## src/rtl/core/assert_macros.svh

```systemverilog
// assertion macros shared by the rtl files
`ifndef ASSERT_MACROS_SVH
`define ASSERT_MACROS_SVH
// implication checked every clock edge outside reset
`define ASSERT_IMP(label, clk, rst_n, a, b) \
	label: assert property (@(posedge clk) disable iff (!rst_n) (a) |-> (b)) \
		else $error("assertion failed");
// condition that holds every clock edge outside reset
`define ASSERT_ALW(label, clk, rst_n, a) \
	label: assert property (@(posedge clk) disable iff (!rst_n) (a)) \
		else $error("assertion failed");
`endif

```

## src/rtl/core/bdll_pkg.sv

```systemverilog
// shared types and constants of the bounded linked list
`timescale 1ns / 1ps
package bdll_pkg;
	localparam int Capacity = 16;
	localparam int SlotW = $clog2(Capacity);
	localparam int CountW = $clog2(Capacity + 1);

	localparam logic [2:0] KIND_INS_HEAD = 3'd0;
	localparam logic [2:0] KIND_INS_TAIL = 3'd1;
	localparam logic [2:0] KIND_DEL_HEAD = 3'd2;
	localparam logic [2:0] KIND_DEL_TAIL = 3'd3;
	localparam logic [2:0] KIND_DEL_AT = 3'd4;
	localparam logic [2:0] KIND_DUMP_FWD = 3'd5;
	localparam logic [2:0] KIND_DUMP_BWD = 3'd6;

	localparam logic [1:0] ST_OK = 2'd0;
	localparam logic [1:0] ST_EMPTY = 2'd1;
	localparam logic [1:0] ST_RANGE = 2'd2;
	localparam logic [1:0] ST_FULL = 2'd3;

	// request as held in the queue between front and back
	typedef struct packed {
		logic [2:0] kind;
		logic signed [31:0] value;
		logic [3:0] position;
	} req_t;
endpackage

```

## src/rtl/core/bdll_front.sv

```systemverilog
// front part: request intake queue of two entries
`timescale 1ns / 1ps
`include "assert_macros.svh"
module bdll_front (
	input logic clk,
	input logic arst_n,
	input logic in_valid,
	output logic in_ready,
	input bdll_pkg::req_t in_req,
	output logic q_valid,
	input logic q_ready,
	output bdll_pkg::req_t q_req
);
	bdll_pkg::req_t mem_q [2];
	logic wr_q, rd_q;
	logic [1:0] cnt_q;

	assign in_ready = cnt_q != 2'd2;
	assign q_valid = cnt_q != 2'd0;
	assign q_req = mem_q[rd_q];

	// queue storage
	always_ff @(posedge clk) begin
		if (in_valid && in_ready) mem_q[wr_q] <= in_req;
	end

	// queue pointers
	always_ff @(posedge clk or negedge arst_n) begin
		if (!arst_n) begin
			wr_q <= 1'b0;
			rd_q <= 1'b0;
			cnt_q <= 2'd0;
		end else begin
			if (in_valid && in_ready) wr_q <= ~wr_q;
			if (q_valid && q_ready) rd_q <= ~rd_q;
			cnt_q <= cnt_q + {1'b0, in_valid && in_ready} - {1'b0, q_valid && q_ready};
		end
	end

	`ASSERT_ALW(a_cnt_range, clk, arst_n, cnt_q <= 2'd2)
	`ASSERT_IMP(a_ptr_eq, clk, arst_n, cnt_q == 2'd0 || cnt_q == 2'd2, wr_q == rd_q)
	`ASSERT_IMP(a_ptr_ne, clk, arst_n, cnt_q == 2'd1, wr_q != rd_q)
endmodule

```

## src/rtl/core/bdll_back.sv

```systemverilog
// back part: list engine that walks the link memories
`timescale 1ns / 1ps
`include "assert_macros.svh"
module bdll_back (
	input logic clk,
	input logic arst_n,
	input logic q_valid,
	output logic q_ready,
	input bdll_pkg::req_t q_req,
	output logic out_valid,
	input logic out_ready,
	output logic [1:0] status,
	output logic signed [31:0] element,
	output logic [4:0] count,
	output logic last
);
	localparam int SW = bdll_pkg::SlotW;
	localparam int CW = bdll_pkg::CountW;
	localparam logic [2:0] S_IDLE = 3'd0;
	localparam logic [2:0] S_WALK = 3'd1;
	localparam logic [2:0] S_FIX = 3'd2;
	localparam logic [2:0] S_DUMP = 3'd3;
	localparam logic [2:0] S_OUT = 3'd4;

	logic signed [31:0] val_mem [bdll_pkg::Capacity];
	logic [SW-1:0] fwd_mem [bdll_pkg::Capacity];
	logic [SW-1:0] bwd_mem [bdll_pkg::Capacity];
	logic [SW-1:0] free_mem [bdll_pkg::Capacity];

	logic [2:0] state_q;
	logic [SW-1:0] head_q, tail_q, cur_q;
	logic [CW-1:0] cnt_q, free_top_q, step_q;
	logic [CW-1:0] init_q;
	logic dir_q;
	bdll_pkg::req_t req_q;

	logic [SW-1:0] rd_fwd, rd_bwd;
	logic [SW-1:0] nxt_slot;
	logic [SW-1:0] new_slot;
	logic fire;

	// combinational reads of small register files: links at the walking address, free stack at its top
	assign rd_fwd = fwd_mem[cur_q];
	assign rd_bwd = bwd_mem[cur_q];
	assign nxt_slot = dir_q ? rd_fwd : rd_bwd;
	assign new_slot = free_mem[SW'(free_top_q - CW'(1))];

	assign q_ready = (state_q == S_IDLE) && (init_q == CW'(bdll_pkg::Capacity));
	assign out_valid = state_q == S_OUT || state_q == S_DUMP;

	assign fire = q_valid && q_ready;

	// free stack fill after reset, then list engine
	always_ff @(posedge clk or negedge arst_n) begin
		if (!arst_n) begin
			state_q <= S_IDLE;
			head_q <= '0;
			tail_q <= '0;
			cnt_q <= '0;
			free_top_q <= CW'(bdll_pkg::Capacity);
			init_q <= '0;
			cur_q <= '0;
			step_q <= '0;
			dir_q <= 1'b0;
		end else begin
			if (init_q != CW'(bdll_pkg::Capacity)) init_q <= init_q + CW'(1);
			unique case (state_q)
				S_IDLE: begin
					if (fire) begin
						status <= bdll_pkg::ST_OK;
						element <= '0;
						last <= 1'b1;
						state_q <= S_OUT;
						count <= 5'(cnt_q);
						unique case (q_req.kind)
							bdll_pkg::KIND_INS_HEAD, bdll_pkg::KIND_INS_TAIL: begin
								if (cnt_q == CW'(bdll_pkg::Capacity)) begin
									status <= bdll_pkg::ST_FULL;
								end else begin
									free_top_q <= free_top_q - CW'(1);
									cnt_q <= cnt_q + CW'(1);
									count <= 5'(cnt_q + CW'(1));
									if (cnt_q == '0) begin
										head_q <= new_slot;
										tail_q <= new_slot;
									end else if (q_req.kind == bdll_pkg::KIND_INS_HEAD) begin
										head_q <= new_slot;
									end else begin
										tail_q <= new_slot;
									end
								end
							end
							bdll_pkg::KIND_DEL_HEAD, bdll_pkg::KIND_DEL_TAIL,
							bdll_pkg::KIND_DEL_AT: begin
								if (cnt_q == '0) begin
									status <= bdll_pkg::ST_EMPTY;
								end else if (q_req.kind == bdll_pkg::KIND_DEL_AT &&
										CW'(q_req.position) >= cnt_q) begin
									status <= bdll_pkg::ST_RANGE;
								end else begin
									cur_q <= head_q;
									step_q <= CW'(q_req.position);
									if (q_req.kind == bdll_pkg::KIND_DEL_TAIL ||
											(q_req.kind == bdll_pkg::KIND_DEL_AT &&
											CW'(q_req.position) == cnt_q - CW'(1)))
										cur_q <= tail_q;
									if (q_req.kind == bdll_pkg::KIND_DEL_AT &&
											q_req.position != '0 &&
											CW'(q_req.position) != cnt_q - CW'(1))
										state_q <= S_WALK;
									else
										state_q <= S_FIX;
								end
							end
							bdll_pkg::KIND_DUMP_FWD, bdll_pkg::KIND_DUMP_BWD: begin
								if (cnt_q == '0) begin
									status <= bdll_pkg::ST_EMPTY;
								end else begin
									dir_q <= q_req.kind == bdll_pkg::KIND_DUMP_FWD;
									cur_q <= (q_req.kind == bdll_pkg::KIND_DUMP_FWD) ? head_q : tail_q;
									element <= (q_req.kind == bdll_pkg::KIND_DUMP_FWD) ?
										val_mem[head_q] : val_mem[tail_q];
									last <= cnt_q == CW'(1);
									step_q <= cnt_q;
									state_q <= S_DUMP;
								end
							end
							default: ;
						endcase
						req_q <= q_req;
					end
				end
				// walk the forward links to the position
				S_WALK: begin
					if (step_q == '0) state_q <= S_FIX;
					else begin
						cur_q <= rd_fwd;
						step_q <= step_q - CW'(1);
					end
				end
				// unlink the slot under the cursor
				S_FIX: begin
					free_top_q <= free_top_q + CW'(1);
					cnt_q <= cnt_q - CW'(1);
					count <= 5'(cnt_q - CW'(1));
					if (cnt_q == CW'(1)) begin
						head_q <= '0;
						tail_q <= '0;
					end else if (cur_q == head_q && req_q.kind != bdll_pkg::KIND_DEL_TAIL &&
							!(req_q.kind == bdll_pkg::KIND_DEL_AT && req_q.position != '0)) begin
						head_q <= rd_fwd;
					end else if (req_q.kind == bdll_pkg::KIND_DEL_TAIL ||
							(req_q.kind == bdll_pkg::KIND_DEL_AT &&
							CW'(req_q.position) == cnt_q - CW'(1))) begin
						tail_q <= rd_bwd;
					end
					state_q <= S_OUT;
				end
				// stream one entry per reply taken, next entry loaded ahead
				S_DUMP: begin
					if (out_ready) begin
						cur_q <= nxt_slot;
						step_q <= step_q - CW'(1);
						if (step_q == CW'(1)) begin
							state_q <= S_IDLE;
						end else begin
							element <= val_mem[nxt_slot];
							last <= step_q == CW'(2);
						end
					end
				end
				S_OUT: begin
					if (out_ready) state_q <= S_IDLE;
				end
				default: state_q <= S_IDLE;
			endcase
		end
	end

	// memory writes
	always_ff @(posedge clk) begin
		if (init_q != CW'(bdll_pkg::Capacity)) free_mem[SW'(init_q)] <= SW'(init_q);
		if (state_q == S_IDLE && fire && cnt_q != CW'(bdll_pkg::Capacity) &&
				(q_req.kind == bdll_pkg::KIND_INS_HEAD || q_req.kind == bdll_pkg::KIND_INS_TAIL)) begin
			val_mem[new_slot] <= q_req.value;
			if (cnt_q == '0) begin
				fwd_mem[new_slot] <= '0;
				bwd_mem[new_slot] <= '0;
			end else if (q_req.kind == bdll_pkg::KIND_INS_HEAD) begin
				fwd_mem[new_slot] <= head_q;
				bwd_mem[new_slot] <= '0;
				bwd_mem[head_q] <= new_slot;
			end else begin
				bwd_mem[new_slot] <= tail_q;
				fwd_mem[new_slot] <= '0;
				fwd_mem[tail_q] <= new_slot;
			end
		end
		if (state_q == S_FIX) begin
			free_mem[SW'(free_top_q)] <= cur_q;
			if (req_q.kind == bdll_pkg::KIND_DEL_AT && req_q.position != '0 &&
					CW'(req_q.position) != cnt_q - CW'(1)) begin
				fwd_mem[rd_bwd] <= rd_fwd;
				bwd_mem[rd_fwd] <= rd_bwd;
			end
		end
	end

	`ASSERT_ALW(a_count_sum, clk, arst_n, cnt_q + free_top_q == CW'(bdll_pkg::Capacity))
	`ASSERT_IMP(a_fix_nonempty, clk, arst_n, state_q == S_FIX, cnt_q != '0)
	`ASSERT_IMP(a_dump_steps, clk, arst_n, state_q == S_DUMP, step_q != '0 && step_q <= cnt_q)
endmodule

```

## src/rtl/core/bounded_doubly_linked_list.sv

```systemverilog
// top level of the bounded doubly linked list
// Each request is one list operation; it passes a two-entry intake queue before
// the list engine. In the engine an insert goes from idle straight to its result,
// a delete at either end passes the unlink state first, and a delete in the
// middle walks the forward links one per cycle before the unlink state; a dump
// streams one entry per reply taken. A result that is not taken holds the
// engine while it waits. After reset the free-slot stack is filled before the
// engine takes the first request.
`timescale 1ns / 1ps
module bounded_doubly_linked_list (
	input logic clk,
	input logic arst_n,
	input logic in_valid,
	output logic in_ready,
	input logic [2:0] kind,
	input logic signed [31:0] value,
	input logic [3:0] position,
	output logic out_valid,
	input logic out_ready,
	output logic [1:0] status,
	output logic signed [31:0] element,
	output logic [4:0] count,
	output logic last
);
	bdll_pkg::req_t in_req, q_req;
	logic q_valid, q_ready;

	assign in_req = '{kind: kind, value: value, position: position};

	// intake queue
	bdll_front u_front (
		.clk(clk), .arst_n(arst_n), .in_valid(in_valid), .in_ready(in_ready),
		.in_req(in_req), .q_valid(q_valid), .q_ready(q_ready), .q_req(q_req)
	);

	// list engine
	bdll_back u_back (
		.clk(clk), .arst_n(arst_n), .q_valid(q_valid), .q_ready(q_ready),
		.q_req(q_req), .out_valid(out_valid), .out_ready(out_ready),
		.status(status), .element(element), .count(count), .last(last)
	);
endmodule

```

## config.mk

```make
export PLATFORM = sky130hd
export DESIGN_NAME = bounded_doubly_linked_list
export DESIGN_NICKNAME = d
export VERILOG_FILES = /design/src/rtl/core/bdll_pkg.sv /design/src/rtl/core/bdll_front.sv /design/src/rtl/core/bdll_back.sv /design/src/rtl/core/bounded_doubly_linked_list.sv
export VERILOG_INCLUDE_DIRS = /design/src /design/src/rtl/core
export SDC_FILE = /design/constraint.sdc
export NUM_CORES = 2
export LEC_CHECK = 0
export BUFFER_PORTS_ARGS = -buffer_cell sky130_fd_sc_hd__clkbuf_2
export CAP_MARGIN = 20
export CORE_MARGIN = 10
export CORE_UTILIZATION = 64
export DETAILED_ROUTE_END_ITERATION = 12
export PLACE_DENSITY = 0.82
export SYNTH_ARGS = -nofsm -noshare
export SYNTH_HDL_FRONTEND = slang
export SYNTH_SLANG_ARGS = --single-unit
```

## constraint.sdc

```tcl
create_clock -name clk -period 8 [get_ports clk]
set_input_delay 1.6 -clock clk [delete_from_list [all_inputs] [get_ports clk]]
set_output_delay 1.6 -clock clk [all_outputs]
set_load 0.05 [all_outputs]
```

==> summary.txt <==
STA
  • Min Tclk post-route: 4.90 ns
  • Least-Margin Pin Slew: 1.21 ns
  • Final WS setup: 3.10 ns
  • RSZ-0062 raised after global routing: false
  • Clk_skew: 0.0436 ns
  • Max Slew Vio Count: 0
  • Fmax: 204 MHz
  • Final Setup Violations: 0
  • Total negative setup slack: 0 ns
  • Slew HR: 19.6%
  • Fin. Hold Viols: 0
  • Period utilisation layout: 61.3%

Clock network
  • Total CTS buffers: 88
  • CTS tree: built
  • Root buf cell: clkbuf_16
  • # clock sinks: 868
  • Hold Buf Count CTS: 0
  • Resize count post-CTS: 0
  • Max Root-Sink Buffers: 3
  • Post-CTS Setup Inserts: 0
  • H-tree depth: 3
  • Clk slew on worst S/H paths: 0.06 ns
  • Clock Latency Late Sink: 0.67 ns

Layout
  • Nets: 2,933
  • Most common cell after layout, fill and taps aside: edfxtp_1
  • Ant diodes: 0
  • P&R area growth vs syn: 9.40%
  • FILL cells: 4,232
  • Register Area: 0.0259 mm²
  • Fraction of layout cells with a size suffix above 1: 29.1%
  • Area of the multi-input gates: 0.0179 mm²
  • Commonest non-fill, non-tap cells in the layout: edfxtp_1 (829), mux4_2 (367), nand2_1 (218)

Setup path
  • Worst Path Required: 8.31 ns
  • Worst setup EP type: register
  • Setup crit start: u_back.free_top_q[0]
  • Reg2reg start: u_back.free_top_q[0]
  • Crit-path max FO: 37
  • Setup Crit Path Kind: register to register
  • Setup crit start kind: register
  • Worst path arrival time: 5.21 ns

Synthesis
  • Mux cell area share after synthesis: 25.6%
  • Top FF cell, synth: edfxtp_1
  • Post-synthesis sequential area ratio: 57.8%
  • Compound-gate portion of the synthesized area: 7.86%
  • XOR/XNOR Fraction of Synth Area: 0.713%
  • Syn_nets: 2,924
  • Mapped Area: 0.0447 mm²
  • FFs w/ async S/R, synth: 4.49%
  • Adder-cell area share of the yosys netlist: 0.615%
  • Main combinational cell family by area after synthesis: multiplexers
  • Ys Warns: 0
  • EDFF count, synth: 829
  • Synthesized area per cell: 15.6 µm²
  • Seq cells post-synth: 868
  • Cells after Synth: 2,859
  • Synth Area in Simple Gates: 4.76%
  • Post-synth cell types: 70

Drt
  • Detail Route Antenna Nets: 0
  • Routed vias/inst: 7.68
  • Post-route DRC: 0
  • First-pass iteration count of the detailed router: 7
  • Wire per inst: 32.3 µm
  • Via count: 29.7k
  • Iteration-0 DRC Markers: 4,802
  • Final WL: 125 mm

Floorplan
  • Full die area: 0.0809 mm²
  • Total core area: 0.0689 mm²
  • Die Ht: 284 µm
  • Initial Utilization: 64.9%
  • FP Rows: 96
  • Width of the die: 284 µm
  • IO Pins: 85

Job
  • Max cap viols: 0

Global route
  • Initial antenna violation count: 0
  • Largest net degree at the start of global routing: 147
  • Global Route Usage Sum: 30.6%
  • First-pass GRT wire length: 189 mm
  • Vias in the first global route: 30.4k
  • Grt ovf: 0

Worst hold path
  • Worst Hold Class: register to register
  • Hold Crit Start: u_back.init_q[4]

Placement
  • GPL Wtd Cong: 0.950
  • Hpwl dp: 71.6 mm
  • Port Buf Inserts: 84
  • Post-Place Worst Slack: 2.66 ns

Status
  • Status: finished, final reports clean

Power and ir drop
  • Max VDD drop: 570 µV
  • Cell Pwr Density: 414 mW/mm²
  • Leakage: 16.1 nW
cells by family after synthesis:
group,Yosys count
DFF,868
muxes,664
AOI/OAI and AO/OA,536
and+or+nand+nor,476
buffers and inverters,259
xor gates and xnor gates,34
adders and majority gates,22
per-layer routing:
metal | part of all wire, % | wire (µm) | GRT usage (%)
met1 | 33 | 41500 | 38.0
met2 | 49 | 61100 | 49.5
met3 | 12 | 14700 | 6.56
met4 | 6.1 | 7600 | 17.4
met5 | 0 | 0 | 0
final timing paths:
path                                         end  slack, ns  depth (start not counted)
max                        u_back.val_mem[1][28]       3.10                         10
min                             u_back.init_q[4]       0.49                          1
min reg2reg                     u_back.init_q[4]       0.49                          1
min in group asynchronous           u_front.wr_q       1.01                          2
max in group asynchronous       u_back.tail_q[0]       6.55                          2
max reg2reg                u_back.val_mem[1][28]       3.10                         10
cells in the mapped netlist, drive strengths merged (3+ instances only):
library cell	instances	area, µm²
edfxtp	829	24900
mux4	367	8270
nand2	218	818
o21ai	211	1060
a22oi	197	1480
mux2	154	1730
clkbuf	148	556
mux2i	143	1460
nor2	123	462
buf	85	508
a211o	49	429
dfrtp	39	976
nand4	30	188
a21oi	28	144
inv	24	90.1
xnor2	24	218
ha	22	275
nand2b	16	100
nand3	16	85.1
nor2b	15	93.8
nor3	13	65.1
and3	11	68.8
o211ai	9	67.6
xor2	9	78.8
and2	7	43.8
nor3b	7	57.6
or2	7	43.8
o22ai	5	31.3
nor4	4	31.3
o32ai	4	35.0
or3	4	25.0
a21o	3	22.5
a31oi	3	18.8
o21a	3	22.5
o221ai	3	26.3
o22a	3	26.3
sequential cells by signal, indices dropped and copies added (netlist names), 5 cells and up:
signal,flops
u_back.bwd_mem,64
u_back.element,32
u_back.val_mem,512
u_back.count,5
u_back.fwd_mem,64
u_back.init_q,5
u_back.req_q,7
u_back.cnt_q,5
u_front.mem_q,78
u_back.free_mem,64
u_back.step_q,5
per-stage QoR:
| stage | area [µm²] | utilization (%) | cells | hold WS [ns] | power [W] |
|---|---|---|---|---|---|
| after global routing | 48900 | 71.0 | 3871 | 0.522 | 0.0210 |
| after global placement | 46000 | 66.7 | 3705 | 0.476 | 0.0156 |
| after detailed placement | 46000 | 66.7 | 3706 | 0.477 | 0.0159 |
| after floorplan | 44700 | - | 2859 | 0.455 | 0.0134 |
| final | 48900 | 71.0 | 3871 | 0.494 | 0.0203 |
| after CTS | 48900 | 70.9 | 3868 | 0.489 | 0.0201 |
report_power, final:
part | total [W] | leakage [nW] | switching (W) | internal (W)
Sequential | 0.00661 | 7.93 | 0.000645 | 0.00596
Clock | 0.00413 | 1.39 | 0.00177 | 0.00236
Combinational | 0.00952 | 6.82 | 0.00580 | 0.00371
Total | 0.0203 | 16.1 | 0.00822 | 0.0120
worst max-delay path: stages (launching register included):
cell	delay [ns]
dfrtp_1	0.51
buf_16	0.22
inv_1	0.11
ha_1	0.75
mux4_2	0.41
mux2i_1	0.16
mux2_2	0.77
nor2b_1	0.30
nand2_1	0.22
nor2_4	0.55
buf_4	0.50
final cells by class:
class,instances,area share (%)
timing repair buffer,152,2.05
multi-input combinational,1732,36.6
sequential,868,52.9
inverter,26,0.199
clock inverter,54,1.13
tap,931,2.38
clock buffer,108,4.74
(Power assumes the default switching activity.)
